File: src/rtl/utf16be_to_utf8_transcoder_unit_macros.svh
// Assertion macros shared by the transcoder RTL files.
`ifndef UTF16BE_TO_UTF8_TRANSCODER_UNIT_MACROS_SVH
`define UTF16BE_TO_UTF8_TRANSCODER_UNIT_MACROS_SVH
`ifndef SYNTH
// Checks a property on every clock edge outside reset.
`define U2U_ASSERT(lbl, prop, msg) \
    lbl: assert property (@(posedge i_clk) disable iff (!i_rst_n) (prop)) else $error(msg);
// Checks that a condition implies a consequence in the same cycle.
`define U2U_IMPLY(lbl, cond, cons, msg) \
    lbl: assert property (@(posedge i_clk) disable iff (!i_rst_n) (cond) |-> (cons)) \
        else $error(msg);
// Checks that a condition implies a consequence in the next cycle.
`define U2U_NEXT(lbl, cond, cons, msg) \
    lbl: assert property (@(posedge i_clk) disable iff (!i_rst_n) (cond) |=> (cons)) \
        else $error(msg);
`else
`define U2U_ASSERT(lbl, prop, msg)
`define U2U_IMPLY(lbl, cond, cons, msg)
`define U2U_NEXT(lbl, cond, cons, msg)
`endif
`endif

File: src/rtl/utf8tc_pkg.sv
// Types, constants and encoding functions shared by the transcoder modules.
`default_nettype none
package utf8tc_pkg;

    localparam logic [15:0] SURR_HI_FIRST = 16'hD800;
    localparam logic [15:0] SURR_HI_LAST  = 16'hDBFF;
    localparam logic [15:0] SURR_LO_FIRST = 16'hDC00;
    localparam logic [31:0] PLANE1_BASE   = 32'h0001_0000;
    localparam logic [31:0] LIMIT_1BYTE   = 32'h0000_0080;
    localparam logic [31:0] LIMIT_2BYTE   = 32'h0000_0800;
    localparam logic [31:0] LIMIT_3BYTE   = 32'h0001_0000;
    localparam logic [7:0]  LEAD_2BYTE    = 8'hC0;
    localparam logic [7:0]  LEAD_3BYTE    = 8'hE0;
    localparam logic [7:0]  LEAD_4BYTE    = 8'hF0;
    localparam logic [7:0]  CONT_BYTE     = 8'h80;
    localparam logic [7:0]  QMARK         = 8'h3F;

    // The pair combination folded into one constant, modulo 2^32.
    localparam logic [31:0] SURR_OFFSET = PLANE1_BASE - ({16'h0, SURR_HI_FIRST} << 10)
                                          - {16'h0, SURR_LO_FIRST};

    localparam logic SRC_UTF16 = 1'b0;
    localparam logic SRC_BYTE  = 1'b1;

    typedef enum logic [1:0] {
        ENC_LEN1,
        ENC_LEN2,
        ENC_LEN3,
        ENC_LEN4
    } t_enc_len;

    typedef struct packed {
        logic [7:0] in_byte;
        logic       last_byte;
    } t_in_item;

    typedef struct packed {
        logic [7:0] out_byte;
        logic       run_last;
    } t_out_item;

    typedef struct packed {
        logic [31:0] code;
        t_enc_len    len;
    } t_q_entry;

    typedef struct packed {
        logic     push;
        t_q_entry entry;
    } t_q_wr;

    typedef struct packed {
        logic     valid;
        t_q_entry entry;
    } t_q_rd;

    function automatic t_enc_len enc_len(input logic [31:0] code);
        t_enc_len len;
        if (code < LIMIT_1BYTE) begin
            len = ENC_LEN1;
        end else if (code < LIMIT_2BYTE) begin
            len = ENC_LEN2;
        end else if (code < LIMIT_3BYTE) begin
            len = ENC_LEN3;
        end else begin
            len = ENC_LEN4;
        end
        return len;
    endfunction

    // Byte number idx of the UTF-8 form of code, counted from the lead byte.
    function automatic logic [7:0] enc_byte(input logic [31:0] code, input t_enc_len len,
                                            input logic [1:0] idx);
        logic [7:0] b;
        logic [7:0] cont0;
        logic [7:0] cont1;
        logic [7:0] cont2;
        cont0 = CONT_BYTE | {2'b00, code[5:0]};
        cont1 = CONT_BYTE | {2'b00, code[11:6]};
        cont2 = CONT_BYTE | {2'b00, code[17:12]};
        b = code[7:0];
        case (len)
            ENC_LEN1: begin
                b = code[7:0];
            end
            ENC_LEN2: begin
                b = (idx == 2'd0) ? (LEAD_2BYTE | code[13:6]) : cont0;
            end
            ENC_LEN3: begin
                case (idx)
                    2'd0:    b = LEAD_3BYTE | code[19:12];
                    2'd1:    b = cont1;
                    default: b = cont0;
                endcase
            end
            ENC_LEN4: begin
                case (idx)
                    2'd0:    b = LEAD_4BYTE | code[25:18];
                    2'd1:    b = cont2;
                    2'd2:    b = cont1;
                    default: b = cont0;
                endcase
            end
            default: begin
                b = code[7:0];
            end
        endcase
        return b;
    endfunction

endpackage
`default_nettype wire

File: src/rtl/utf16be_to_utf8_transcoder_unit.sv
// Top level of the UTF-16 big-endian to UTF-8 transcoder.
//
// Input channel: one raw string byte per item with a mark on the final byte,
// taken when i_in_valid is high and o_in_stall is low. Output channel: one
// UTF-8 byte per item; run_last marks the last byte caused by one input item.
// The one-bit configuration register selects UTF-16 big-endian (0) or
// single-byte text (1) and is written whenever i_cfg_wr_en is high.
// The front end pairs bytes and forms code points; a queue of QUEUE_DEPTH
// code points decouples it from the back end, which emits one byte a cycle
// while the receiver does not stall. A code point is queued at the edge
// that takes the input item completing it; the back end then registers its
// bytes into the output item. The input side takes one item a cycle while
// the queue has room; the output side gives one byte a cycle unless stalled
// and so sets the pace: a three-byte unit comes from two input bytes.
// Reset clears the mode to UTF-16, drops any half-paired unit and empties
// the queue. When the receiver stalls the output item holds, the queue fills
// and o_in_stall rises once it is full.
`default_nettype none
module utf16be_to_utf8_transcoder_unit #(
    parameter int QUEUE_DEPTH = 4
) (
    input  wire logic                  i_clk,
    input  wire logic                  i_rst_n,
    input  wire logic                  i_in_valid,
    output logic                       o_in_stall,
    input  wire utf8tc_pkg::t_in_item  i_in_item,
    output logic                       o_out_valid,
    input  wire logic                  i_out_stall,
    output utf8tc_pkg::t_out_item      o_out_item,
    input  wire logic                  i_cfg_wr_en,
    input  wire logic                  i_cfg_wr_data
);
    import utf8tc_pkg::*;

    t_q_wr q_wr;
    t_q_rd q_rd;
    logic  q_full;
    logic  q_pop;

    utf8tc_front u_front (
        .i_clk         (i_clk),
        .i_rst_n       (i_rst_n),
        .i_in_valid    (i_in_valid),
        .o_in_stall    (o_in_stall),
        .i_in_item     (i_in_item),
        .i_cfg_wr_en   (i_cfg_wr_en),
        .i_cfg_wr_data (i_cfg_wr_data),
        .i_q_full      (q_full),
        .o_wr          (q_wr)
    );

    utf8tc_queue #(
        .DEPTH (QUEUE_DEPTH)
    ) u_queue (
        .i_clk   (i_clk),
        .i_rst_n (i_rst_n),
        .i_wr    (q_wr),
        .o_full  (q_full),
        .o_rd    (q_rd),
        .i_pop   (q_pop)
    );

    utf8tc_back u_back (
        .i_clk       (i_clk),
        .i_rst_n     (i_rst_n),
        .i_rd        (q_rd),
        .o_pop       (q_pop),
        .o_out_valid (o_out_valid),
        .i_out_stall (i_out_stall),
        .o_out_item  (o_out_item)
    );

endmodule
`default_nettype wire

File: src/rtl/utf8tc_front.sv
// Front end: takes input items, pairs bytes into units and forms code points.
`default_nettype none
`include "utf16be_to_utf8_transcoder_unit_macros.svh"
module utf8tc_front (
    input  wire logic                 i_clk,
    input  wire logic                 i_rst_n,
    input  wire logic                 i_in_valid,
    output logic                      o_in_stall,
    input  wire utf8tc_pkg::t_in_item i_in_item,
    input  wire logic                 i_cfg_wr_en,
    input  wire logic                 i_cfg_wr_data,
    input  wire logic                 i_q_full,
    output utf8tc_pkg::t_q_wr         o_wr
);
    import utf8tc_pkg::*;

    logic        r_mode;
    logic        r_phase, n_phase;
    logic [7:0]  r_held, n_held;
    logic [15:0] r_high_unit, n_high_unit;
    logic        r_have_high, n_have_high;

    logic        accept;
    logic [15:0] unit;
    logic [31:0] code;
    logic        push;

    assign accept     = i_in_valid && !i_q_full;
    assign o_in_stall = i_q_full;
    assign unit       = {r_held, i_in_item.in_byte};

    always_comb begin
        n_phase     = r_phase;
        n_held      = r_held;
        n_high_unit = r_high_unit;
        n_have_high = r_have_high;
        push        = 1'b0;
        code        = {24'h0, i_in_item.in_byte};
        if (accept) begin
            if (r_mode == SRC_BYTE) begin
                push = 1'b1;
                code = i_in_item.in_byte[7] ? {24'h0, QMARK} : {24'h0, i_in_item.in_byte};
            end else if (!r_phase) begin
                n_held  = i_in_item.in_byte;
                n_phase = 1'b1;
                if (i_in_item.last_byte && r_have_high) begin
                    push = 1'b1;
                    code = {16'h0, r_high_unit};
                end
            end else begin
                n_phase = 1'b0;
                if (r_have_high) begin
                    // Any following unit completes the pair, in range or not.
                    push        = 1'b1;
                    code        = ({16'h0, r_high_unit} << 10) + {16'h0, unit} + SURR_OFFSET;
                    n_have_high = 1'b0;
                end else if (unit >= SURR_HI_FIRST && unit <= SURR_HI_LAST
                             && !i_in_item.last_byte) begin
                    n_high_unit = unit;
                    n_have_high = 1'b1;
                end else begin
                    push = 1'b1;
                    code = {16'h0, unit};
                end
            end
            if (i_in_item.last_byte) begin
                n_phase     = 1'b0;
                n_held      = '0;
                n_high_unit = '0;
                n_have_high = 1'b0;
            end
        end
    end

    always_comb begin
        o_wr.push      = push;
        o_wr.entry.code = code;
        o_wr.entry.len  = enc_len(code);
    end

    always_ff @(posedge i_clk) begin
        if (!i_rst_n) begin
            r_mode      <= SRC_UTF16;
            r_phase     <= 1'b0;
            r_held      <= '0;
            r_high_unit <= '0;
            r_have_high <= 1'b0;
        end else begin
            if (i_cfg_wr_en) begin
                r_mode <= i_cfg_wr_data;
            end
            r_phase     <= n_phase;
            r_held      <= n_held;
            r_high_unit <= n_high_unit;
            r_have_high <= n_have_high;
        end
    end

    `U2U_IMPLY(a_high_is_surrogate, r_have_high, r_high_unit[15:10] == 6'b110110, "pending unit is not a high surrogate")
    `U2U_NEXT(a_end_clears, accept && i_in_item.last_byte, !r_phase && !r_have_high, "string state survives the last item")

endmodule
`default_nettype wire

File: src/rtl/utf8tc_queue.sv
// Short queue of code points between the front and back ends.
`default_nettype none
`include "utf16be_to_utf8_transcoder_unit_macros.svh"
module utf8tc_queue #(
    parameter int DEPTH = 4
) (
    input  wire logic              i_clk,
    input  wire logic              i_rst_n,
    input  wire utf8tc_pkg::t_q_wr i_wr,
    output logic                   o_full,
    output utf8tc_pkg::t_q_rd      o_rd,
    input  wire logic              i_pop
);
    import utf8tc_pkg::*;

    localparam int PTR_W = (DEPTH > 1) ? $clog2(DEPTH) : 1;
    localparam int CNT_W = $clog2(DEPTH + 1);

    t_q_entry           r_mem [DEPTH];
    logic [PTR_W-1:0]   r_wr_ptr;
    logic [PTR_W-1:0]   r_rd_ptr;
    logic [CNT_W-1:0]   r_count;

    function automatic logic [PTR_W-1:0] ptr_inc(input logic [PTR_W-1:0] p);
        return (p == PTR_W'(DEPTH - 1)) ? '0 : p + PTR_W'(1);
    endfunction

    assign o_full         = (r_count == CNT_W'(DEPTH));
    assign o_rd.valid     = (r_count != '0);
    assign o_rd.entry     = r_mem[r_rd_ptr];

    always_ff @(posedge i_clk) begin
        if (i_wr.push) begin
            r_mem[r_wr_ptr] <= i_wr.entry;
        end
    end

    always_ff @(posedge i_clk) begin
        if (!i_rst_n) begin
            r_wr_ptr <= '0;
            r_rd_ptr <= '0;
            r_count  <= '0;
        end else begin
            if (i_wr.push) begin
                r_wr_ptr <= ptr_inc(r_wr_ptr);
            end
            if (i_pop) begin
                r_rd_ptr <= ptr_inc(r_rd_ptr);
            end
            if (i_wr.push && !i_pop) begin
                r_count <= r_count + CNT_W'(1);
            end else if (!i_wr.push && i_pop) begin
                r_count <= r_count - CNT_W'(1);
            end
        end
    end

    `U2U_IMPLY(a_no_push_full, i_wr.push, !o_full, "push into a full queue")
    `U2U_IMPLY(a_no_pop_empty, i_pop, o_rd.valid, "pop from an empty queue")

endmodule
`default_nettype wire

File: src/rtl/utf8tc_back.sv
// Back end: spells queued code points as UTF-8 bytes, one per cycle unless stalled.
`default_nettype none
`include "utf16be_to_utf8_transcoder_unit_macros.svh"
module utf8tc_back (
    input  wire logic              i_clk,
    input  wire logic              i_rst_n,
    input  wire utf8tc_pkg::t_q_rd i_rd,
    output logic                   o_pop,
    output logic                   o_out_valid,
    input  wire logic              i_out_stall,
    output utf8tc_pkg::t_out_item  o_out_item
);
    import utf8tc_pkg::*;

    logic [1:0] r_idx;
    logic       r_out_valid;
    t_out_item  r_out_item;
    logic       load;
    logic       final_byte;

    assign load        = i_rd.valid && (!r_out_valid || !i_out_stall);
    assign final_byte  = (r_idx == 2'(i_rd.entry.len));
    assign o_pop       = load && final_byte;
    assign o_out_valid = r_out_valid;
    assign o_out_item  = r_out_item;

    always_ff @(posedge i_clk) begin
        if (load) begin
            r_out_item.out_byte <= enc_byte(i_rd.entry.code, i_rd.entry.len, r_idx);
            r_out_item.run_last <= final_byte;
        end
    end

    always_ff @(posedge i_clk) begin
        if (!i_rst_n) begin
            r_idx       <= '0;
            r_out_valid <= 1'b0;
        end else begin
            if (load) begin
                r_out_valid <= 1'b1;
                r_idx       <= final_byte ? 2'd0 : r_idx + 2'd1;
            end else if (!i_out_stall) begin
                r_out_valid <= 1'b0;
            end
        end
    end

    `U2U_IMPLY(a_idx_in_range, i_rd.valid, r_idx <= 2'(i_rd.entry.len), "byte index past the code point length")

endmodule
`default_nettype wire

File: config.mk
export PLATFORM = sky130hd
export DESIGN_NAME = utf16be_to_utf8_transcoder_unit
export DESIGN_NICKNAME = d
export VERILOG_FILES = /design/src/rtl/utf8tc_pkg.sv /design/src/rtl/utf16be_to_utf8_transcoder_unit.sv /design/src/rtl/utf8tc_front.sv /design/src/rtl/utf8tc_queue.sv /design/src/rtl/utf8tc_back.sv
export VERILOG_INCLUDE_DIRS = /design/src /design/src/rtl
export SDC_FILE = /design/constraint.sdc
export NUM_CORES = 1
export LEC_CHECK = 0
export BUFFER_PORTS_ARGS = -buffer_cell sky130_fd_sc_hd__buf_2
export CAP_MARGIN = 20
export CORE_MARGIN = 2
export CORE_UTILIZATION = 45
export CTS_BUF_LIST = sky130_fd_sc_hd__clkbuf_8
export CTS_CLUSTER_SIZE = 20
export DETAILED_ROUTE_END_ITERATION = 8
export PLACE_DENSITY = 0.71
export SYNTH_ARGS = -nofsm -noshare
export SYNTH_HDL_FRONTEND = slang
export SYNTH_SLANG_ARGS = --single-unit
File: constraint.sdc
create_clock -name i_clk -period 5.2 [get_ports i_clk]
set_clock_uncertainty 0.1 [all_clocks]
set_input_delay 0.26 -clock i_clk [delete_from_list [all_inputs] [get_ports i_clk]]
set_output_delay 0.26 -clock i_clk [all_outputs]
set_load 0.02 [all_outputs]
==> results of run 1 <==
==> worst max-delay path: stages, from the launching register on <==
cell,delay [ns]
dfxtp_1,0.35
ha_1,0.27
fa_1,0.51
a21o_4,0.28
a21oi_2,0.32
a311oi_2,0.23
or3_4,0.46
nor4b_4,0.35
xnor2_1,0.17
nor2_2,0.08
nor4_2,0.32
o31ai_1,0.19
==> layout make-up <==
type,count,share of cell area
multi-input cells,391,0.385
clock buffers,17,0.0290
inverters,20,0.00932
repair buffers,40,0.0326
clock inverters,15,0.0227
flip-flops and latches,144,0.488
well taps,216,0.0335
==> per-layer routing <==
metal,track usage,up-vias,share of wire
met3,0.0480,31,0.056
li1,-,2313,-
met5,0,-,0
met1,0.250,2423,0.43
met2,0.315,165,0.49
met4,0.0776,0,0.025
==> sequential cells by signal (all words and copies together), names as in the netlist, named ones only <==
name / flops
u_back.o_out_item: 9
u_back.o_out_valid: 1
u_back.r_idx: 2
u_front.r_have_high: 1
u_front.r_held: 8
u_front.r_high_unit: 16
u_front.r_mode: 1
u_front.r_phase: 1
u_queue.r_count: 3
u_queue.r_mem: 96
u_queue.r_rd_ptr: 2
u_queue.r_wr_ptr: 2
==> synth_stat cells (3+ instances only) <==
cell type  number
o211ai_1        4
o21ai_1         6
o22ai_1         5
o21ai_0        19
clkbuf_1       18
nand3_1        13
a22oi_1        26
dfxtp_1        39
a21o_1          3
xnor2_1        12
ha_1           17
mux2i_1        11
nor2_1         31
mux4_2         24
and3_1          5
o31ai_1         5
o22a_1          6
nor3_1         10
nand4_1         5
a21oi_1        25
buf_1           5
a31oi_1         6
nor2b_1        39
nand2b_1        6
a222oi_1        6
edfxtp_1      105
a21boi_0        3
o21a_1          3
xor2_1          5
inv_1          20
nand2_1        31
a211oi_1        4
and2_1          8
a22o_1          6
nor4_1          3
buf_6           4
==> kinds of logic (layout without fill, tap and decap cells) <==
group | after synthesis | after routing
AND/OR/NAND/NOR | 173 | 173
adder cells (fa/ha/maj) | 19 | 19
buffers and inverters | 49 | 92
XOR/XNOR | 17 | 17
multiplexers | 36 | 36
AO/OA/AOI/OAI | 146 | 146
flip-flops | 144 | 144
==> worst paths after layout <==
kind	endpoint	slack, ns	depth (start not counted)
hold reg to reg	u_back.o_out_valid	0.38	2
setup / recovery	u_queue.r_mem[3][0]	1.28	11
hold / removal	u_front.r_held[3]	0.03	3
setup reg to reg	u_queue.r_mem[3][0]	1.28	11
==> power breakdown <==
group          switching (mW)  leakage (nW)  internal (mW)
clock                   0.438         0.207          0.481
combinational           0.474          1.25          0.336
sequential             0.0626          1.25           1.35
==> metrics by stage <==
step,std cells,cell area (sq um)
after floorplan,584,7250
after global placement,806,7580
after detailed placement,806,7580
after CTS,841,8030
after global routing,843,8060
final,843,8060
==> impl_metrics.py, run 1 <==
metrics = {
    "floorplanning": {
        "die_area_sq_um": 17100,
        "die_h_microns": 131,
        "row_count": 46,
        "die_w_microns": 131,
        "io_pins": 26,
        "core_sq_um": 15800,
        "start_util": 0.458,
    },
    "synthesis": {
        "synthCells": 584,
        "synthMuxAreaShare": 0.0913,
        "yosys.area.top_type": "edfxtp_1",
        "synth_fp_nets": 618,
        "synth_seq_cells": 144,
        "synth.yosys.seq_area_share": 0.542,
        "synth-xor-area-share": 0.0205,
        "synth_compound_area_frac": 0.146,
        "synth_warnings": 0,
        "synth_top_area_share": 0.435,
        "async_flop_share": 0,
        "synth_fa_ha_area_frac": 0.0349,
        "synth_top_family_by_area": "compound AO/OA/AOI/OAI gates",
        "synth_edf_count": 105,
        "synth.distinct_cells": 69,
        "synth-simple-area-share": 0.135,
        "synth_area_sq_um": 7250,
        "avgSynthCellArea_sq_um": 12.4,
        "synth_flop_cell": "edfxtp_1",
        "synth_area_leaders": "edfxtp_1 43%, dfxtp_1 11%, mux4_2 7.5%",
    },
    "setup_path": {
        "crit_path_end_kind": "register",
        "cp_data_required_time_ns": 5.26,
        "arrival_ns": 3.98,
        "start_kind": "register",
        "critPathLaunch": "u_front.r_held[2]",
        "path_max_fanout": 6,
        "crit_type": "reg -> reg",
        "worstReg2RegStart": "u_front.r_held[2]",
    },
    "placed_design": {
        "pre_cts_ws_ns": 1.34,
        "dp_hpwl_mm": 11.2,
        "gp_congestion": 0.920,
        "io_buffer_count": 25,
    },
    "global_route": {
        "grt_max_degree": 38,
        "overflow": 0,
        "track_usage": 0.194,
        "grt_pass1_vias": 4702,
        "grt_pass1_wl_mm": 24.9,
        "antenna_found_initial": 0,
    },
    "drt": {
        "wl_per_cell_microns": 18.5,
        "drt_iter0_markers": 473,
        "dr.pass1.iters": 7,
        "ant_nets": 0,
        "vias": 4932,
        "drc": 0,
        "routed_wl_mm": 15.6,
        "vias_per_cell": 5.85,
    },
    "final_layout": {
        "final_core_utilization": 0.509,
        "layout.nets": 648,
        "n_fill_cell": 1353,
        "diodes": 0,
        "multi_input_area_sq_um": 3100,
        "final_layout_size_suffix_gt1_frac": 0.185,
        "mostFrequentLayoutCells": "105 x edfxtp_1, 39 x nor2b_1, 39 x dfxtp_1",
        "syn_to_final_growth_pct": 11.1,
        "final_common_cell": "edfxtp_1",
        "seqCellArea_sq_um": 3930,
    },
    "clocking": {
        "htreeDepth": 4,
        "insertion_delay_ns": 0.44,
        "post_cts_buffers": 0,
        "clock_path_buffers": 2,
        "hold_buffers": 3,
        "clock-sinks": 144,
        "cts_root_buf": "clkbuf_8",
        "clk_pin_slew_ns": 0.09,
        "numCtsBuffers": 17,
        "cts_resized": 0,
        "tritoncts": "yes",
    },
    "sta": {
        "fin_crit_ns": 3.92,
        "timing.hold.ws_ns": 0.0330,
        "worstMarginPinSlew_ns": 0.878,
        "rsz0062_at_grt": "false",
        "slew_violations": 0,
        "fmax_mhz": 255,
        "worst_slack_ns": 1.28,
        "setup_tns_ns": 0,
        "setup_violations": 0,
        "hold_violations": 0,
        "period_share": 0.753,
        "slew_headroom": 0.407,
    },
    "min_path": {
        "worstHoldStart": "i_in_item[4]",
        "hp-class": "in -> reg",
    },
    "power_and_ir_drop": {
        "vdd_drop_max_mv": 0.205,
        "power_leakage_nw": 2.70,
        "power_mw": 3.14,
        "power_density_nw_per_um2": 390,
    },
    "status": {
        "status": "finished clean",
    },
    "job": {
        "cap_violations": 0,
    },
}
Power figures use the tool's default switching activity.
==> run 2, diff against run 1 <==
--- a/config.mk
+++ b/config.mk
@@ -6,6 +6,7 @@
 export SDC_FILE = /design/constraint.sdc
 export NUM_CORES = 1
 export LEC_CHECK = 0
+export ABC_AREA = 1
 export BUFFER_PORTS_ARGS = -buffer_cell sky130_fd_sc_hd__buf_2
 export CAP_MARGIN = 20
 export CORE_MARGIN = 2
==> constraint.sdc (replaced) <==
create_clock -name i_clk -period 3.7 [get_ports i_clk]
set_clock_uncertainty 0.1 [all_clocks]
set_input_delay 0.185 -clock i_clk [delete_from_list [all_inputs] [get_ports i_clk]]
set_output_delay 0.185 -clock i_clk [all_outputs]
set_load 0.02 [all_outputs]
==> run 2 against run 1 <==
  * Sequential power grew 39%
  * Total power grew 48%
  * Clock power grew 35%
  * Clock-buffer cell count grew 2
  * Die area grew 1.7%
  * Sequential cell count is the same
  * Synthesized cell count grew 43%
  * Global-route usage grew 1.0 points
  * Worst setup slack lost 0.59 ns
  * Maximum frequency grew 30%
  * Utilization grew 1.3 points
  * Critical endpoint is now u_queue.r_mem[3][1]
==> impl_metrics.py, run 2 <==
metrics = {
    "status": {
        "status": "finished clean",
    },
    "floorplanning": {
        "die_area_sq_um": 17400,
        "io_pins": 26,
        "die_h_microns": 132,
        "die_w_microns": 132,
        "core_sq_um": 15900,
        "start_util": 0.463,
        "row_count": 46,
    },
    "synthesis": {
        "synth_area_leaders": "edfxtp_1 43%, nand2_1 12%, dfxtp_1 11%",
        "yosysMostFrequentCell": "nand2_1",
        "synth_fp_nets": 872,
        "async_flop_share": 0,
        "synth_warnings": 0,
        "avgSynthCellArea_sq_um": 8.81,
        "synth_area_sq_um": 7380,
        "synth.distinct_cells": 47,
        "synth_seq_cells": 144,
        "synth_common_cells": "236 x nand2_1, 105 x edfxtp_1, 79 x inv_1, 67 x nand3_1, 59 x a21oi_1",
        "yosys.area.top_type": "edfxtp_1",
        "synth.yosys.seq_area_share": 0.533,
        "synthCells": 838,
        "synth_top_area_share": 0.427,
        "synth_edf_count": 105,
        "synth_flop_cell": "edfxtp_1",
    },
    "global_route": {
        "track_usage": 0.204,
        "grt_pass1_vias": 5511,
        "grt_max_degree": 34,
        "grt_pass1_wl_mm": 27.9,
        "overflow": 0,
        "antenna_found_initial": 0,
    },
    "final_layout": {
        "final_common_cell": "nand2_1",
        "largest_register_ffs": 96,
        "final_layout_size_suffix_gt1_frac": 0.118,
        "diodes": 0,
        "top_register": "u_queue.r_mem",
        "syn_to_final_growth_pct": 12.8,
        "layout.nets": 918,
        "mostFrequentLayoutCells": "236 x nand2_1, 105 x edfxtp_1, 81 x inv_1",
        "final_core_utilization": 0.522,
        "fin_area_sq_um": 8330,
    },
    "min_path": {
        "hp-class": "in -> reg",
    },
    "clocking": {
        "clock-sinks": 144,
        "post_cts_buffers": 0,
        "hold_buffers": 12,
        "tritoncts": "yes",
        "insertion_delay_ns": 0.44,
        "clock_path_buffers": 2,
        "numCtsBuffers": 17,
        "cts_resized": 0,
        "htreeDepth": 4,
        "cts_root_buf": "clkbuf_8",
        "clk_pin_slew_ns": 0.08,
    },
    "sta": {
        "slew_violations": 0,
        "setup_tns_ns": 0,
        "timing.hold.ws_ns": 0.0541,
        "rsz0062_at_grt": "false",
        "worstMarginPinSlew_ns": 0.861,
        "period_share": 0.813,
        "hold_violations": 0,
        "slew_headroom": 0.422,
        "setup_violations": 0,
        "fin_crit_ns": 3.01,
        "fmax_mhz": 333,
    },
    "placed_design": {
        "dp_hpwl_mm": 12.6,
        "io_buffer_count": 25,
        "dpl-instance-area_sq_um": 7780,
        "gp_congestion": 0.961,
    },
    "power_and_ir_drop": {
        "vdd_drop_max_mv": 0.303,
        "power_leakage_nw": 3.37,
        "power_density_nw_per_um2": 560,
        "power_mw": 4.67,
    },
    "setup_path": {
        "start_kind": "register",
        "arrival_ns": 3.06,
        "crit_path_end_kind": "register",
        "cp_data_required_time_ns": 3.75,
        "crit_type": "reg -> reg",
        "path_max_fanout": 6,
    },
    "drt": {
        "ant_nets": 0,
        "vias_per_cell": 5.44,
        "drt_iter0_markers": 693,
        "vias": 6055,
        "dr.pass1.iters": 6,
        "drc": 0,
        "routed_wl_mm": 17.9,
        "wl_per_cell_microns": 16.1,
    },
    "job": {
        "cap_violations": 0,
    },
}
run 2: changes by cell type in the layout (fill, tap and decap cells not counted), moves of 10 or more:
cell	before	now
nor2_1	31	43
nand3_1	13	67
o22ai_1	5	15
nand2_1	31	236
mux2i_1	11	1
nor2b_1	39	0
nand2_2	0	10
a21oi_1	25	59
mux4_2	24	0
a22oi_1	26	2
nand4_1	5	15
o21ai_0	19	35
inv_1	20	81
xnor2_1	12	0
run 2: power breakdown:
group	switching [mW]	internal, mW
sequential	0.0669	1.91
clock	0.605	0.636
combinational	0.977	0.469
total	1.65	3.02
run 2: worst paths after layout:
path	start	to	slack (ns)	cells after the start
worst min-delay path	i_in_item[0]	u_front.r_phase	0.05	4
worst max register to register	u_front.r_high_unit[0]	u_queue.r_mem[3][1]	0.69	13
worst min register to register	u_front.r_high_unit[14]	u_front.r_high_unit[14]	0.39	2
worst max-delay path	u_front.r_high_unit[0]	u_queue.r_mem[3][1]	0.69	13
run 2: cell families (layout without fill, tap and decap cells):
kind of cell,after synthesis,in the layout,share of synthesized area
xor+xnor,5,5,0.00695
flops,144,144,0.533
buf+inv,112,171,0.0600
simple gates,397,397,0.233
fa+ha+maj,19,19,0.0342
compound gates,160,160,0.132
mux,1,1,0.00136
run 2: routing by layer:
metal	up-vias	part of all wire	track usage
li1	2995	-	-
met1	2820	0.44	0.275
met2	213	0.48	0.330
met3	27	0.056	0.0404
met4	0	0.021	0.0700
met5	-	0	0
run 2: cell type report:
type / instances / area [sq um]
well taps: 216 / 270
inverters: 87 / 327
repair buffers: 52 / 378
clock inverters: 13 / 138
multi-input cells: 582 / 3020
flip-flops and latches: 144 / 3930
fillers: 1470 / 7610
clock buffers: 19 / 262
run 2: stage by stage:
stage | worst slack [ns] | std cells
2_1_floorplan | 1.09 | 838
3_3_place_gp | 0.786 | 1068
3_5_place_dp | 0.722 | 1068
4_1_cts | 0.709 | 1112
5_1_grt | 0.417 | 1113
6_report | 0.693 | 1113
run 2: critical path, cell delays in order (launching register included):
cell     delay (ns)
dfxtp_1        0.33
ha_1           0.25
fa_1           0.46
nand3_1        0.14
nand3_1        0.16
nand2_1        0.09
nand2_1        0.10
nand2_2        0.15
xor2_1         0.19
nand2_1        0.07
nand2_1        0.07
o21ai_0        0.22
nor3_1         0.21
nand4_1        0.19
==> run 3, diff against run 2 <==
--- a/config.mk
+++ b/config.mk
@@ -14,7 +14,7 @@
 export CTS_BUF_LIST = sky130_fd_sc_hd__clkbuf_8
 export CTS_CLUSTER_SIZE = 20
 export DETAILED_ROUTE_END_ITERATION = 8
-export PLACE_DENSITY = 0.71
+export PLACE_DENSITY = 0.73
 export SYNTH_ARGS = -nofsm -noshare
 export SYNTH_HDL_FRONTEND = slang
 export SYNTH_SLANG_ARGS = --single-unit
==> constraint.sdc (replaced) <==
create_clock -name i_clk -period 2.6 [get_ports i_clk]
set_clock_uncertainty 0.1 [all_clocks]
set_input_delay 0.13 -clock i_clk [delete_from_list [all_inputs] [get_ports i_clk]]
set_output_delay 0.13 -clock i_clk [all_outputs]
set_load 0.02 [all_outputs]
==> run 3 against run 2 <==
  * The flow now finishes with violations (negative setup slack)
  * Non-clock buffer count increased by 57
  * Routed wire length increased by 4.0%
  * Die area did not move
==> impl_metrics.py, run 3 (synthesis results as in run 2) <==
metrics = {
    "drt": {
        "drc": 0,
        "wl_per_cell_microns": 15.9,
        "ant_nets": 0,
        "vias_per_cell": 5.46,
        "routed_wl_mm": 18.6,
        "vias": 6386,
        "drt_iter0_markers": 680,
        "dr.pass1.iters": 5,
    },
    "setup_path": {
        "cp_data_required_time_ns": 2.66,
        "critPathLaunch": "u_front.r_high_unit[0]",
        "start_kind": "register",
        "arrival_ns": 2.77,
        "path_max_fanout": 4,
        "worstReg2RegStart": "u_front.r_high_unit[0]",
        "crit_type": "reg -> reg",
        "crit_path_end_kind": "register",
    },
    "clocking": {
        "clock_path_buffers": 2,
        "insertion_delay_ns": 0.46,
        "clock-sinks": 144,
        "tritoncts": "yes",
        "clk_pin_slew_ns": 0.08,
        "numCtsBuffers": 17,
        "htreeDepth": 4,
        "cts_root_buf": "clkbuf_8",
    },
    "global_route": {
        "grt_pass1_wl_mm": 29.5,
        "grt_max_degree": 29,
        "overflow": 0,
        "track_usage": 0.214,
        "grt_pass1_vias": 5998,
        "antenna_found_initial": 0,
    },
    "placed_design": {
        "io_buffer_count": 25,
        "dp_hpwl_mm": 13.0,
        "gp_congestion": 0.895,
        "dpl-instance-area_sq_um": 8200,
    },
    "sta": {
        "fin_crit_ns": 2.71,
        "hold_violations": 0,
        "worst_slack_ns": -0.108,
        "fmax_mhz": 369,
        "period_share": 1.04,
        "slew_violations": 0,
        "setup_violations": 8,
        "rsz0062_at_grt": "true",
        "slew_headroom": 0.553,
        "worstMarginPinSlew_ns": 0.670,
    },
    "power_and_ir_drop": {
        "power_mw": 6.61,
        "vdd_drop_max_mv": 0.465,
        "power_density_nw_per_um2": 738,
        "power_leakage_nw": 3.70,
    },
    "final_layout": {
        "mostFrequentLayoutCells": "228 x nand2_1, 105 x edfxtp_1, 79 x inv_1",
        "fin_area_sq_um": 8960,
        "final_common_cell": "nand2_1",
        "final_layout_size_suffix_gt1_frac": 0.205,
        "syn_to_final_growth_pct": 21.4,
        "top_register": "u_queue.r_mem",
        "largest_register_ffs": 96,
        "diodes": 0,
        "final_core_utilization": 0.562,
        "layout.nets": 975,
    },
    "min_path": {
        "worstHoldStart": "i_in_valid",
        "hp-class": "in -> reg",
    },
    "floorplanning": {
        "io_pins": 26,
        "row_count": 46,
        "core_sq_um": 15900,
        "die_area_sq_um": 17400,
        "die_w_microns": 132,
        "start_util": 0.463,
        "die_h_microns": 132,
    },
    "status": {
        "failed_checks": "negative setup slack",
        "status": "finished, violations left",
    },
    "job": {
        "cap_violations": 0,
    },
}
run 3: worst paths after layout:
kind | slack [ns] | endpoint | depth (start not counted)
setup / recovery | -0.11 | u_queue.r_mem[2][0] | 15
hold / removal | 0.21 | u_front.r_phase | 5
setup reg to reg | -0.11 | u_queue.r_mem[2][0] | 15
hold reg to reg | 0.39 | u_front.r_high_unit[14] | 2
run 3: critical path: stages, from the launching register on:
cell and delay, ns:
dfxtp_2 0.34, ha_4 0.16, fa_2 0.40, buf_6 0.15, nand2_2 0.06, nand3_2 0.07, nand2_2 0.10, nand2_4 0.08
buf_6 0.12, or2_1 0.21, nand3_2 0.07, nand2_1 0.05, nor2_1 0.11, nand2_1 0.08, nor2_2 0.13, nand4_1 0.18
run 3: timing repair:
action                                  4_1_cts  5_1_grt
hold endpoints to repair                     23        0
resized for setup                            13       34
endpoints found under the setup margin       12       26
buffers inserted                              2        6
hold buffers                                 13        0
pin swaps                                    12       19
run 3: layout make-up:
class / count / area (sq um)
fill: 1406 / 6980
clock inverter: 15 / 119
inverter: 87 / 327
clock buffer: 17 / 234
sequential: 144 / 3940
multi-input combinational: 582 / 3230
timing repair buffer: 109 / 846
tap: 216 / 270
run 3: power by group:
part | internal [mW] | switching [mW]
combinational | 0.771 | 1.41
sequential | 2.73 | 0.101
clock | 0.749 | 0.853
total | 4.25 | 2.37
run 3: metal layers:
| metal | vias to the layer above | track usage | wire length, microns | share of wire |
|---|---|---|---|---|
| li1 | 3111 | - | - | - |
| met1 | 2983 | 0.275 | 7820 | 0.42 |
| met2 | 249 | 0.355 | 9130 | 0.49 |
| met3 | 43 | 0.0373 | 1100 | 0.059 |
| met4 | 0 | 0.0936 | 529 | 0.028 |
| met5 | - | 0 | 0 | 0 |
run 3: stage by stage:
stage                     instances  worst slack, ns  hold slack [ns]  setup TNS, ns
after floorplan                 838          0.00554            0.160              0
after global placement         1117           -0.103            0.266         -0.822
after detailed placement       1117           -0.201            0.265          -1.45
after CTS                      1164           -0.107            0.138         -0.694
after global routing           1170           -0.292            0.244          -2.19
final                          1170           -0.108            0.212         -0.793
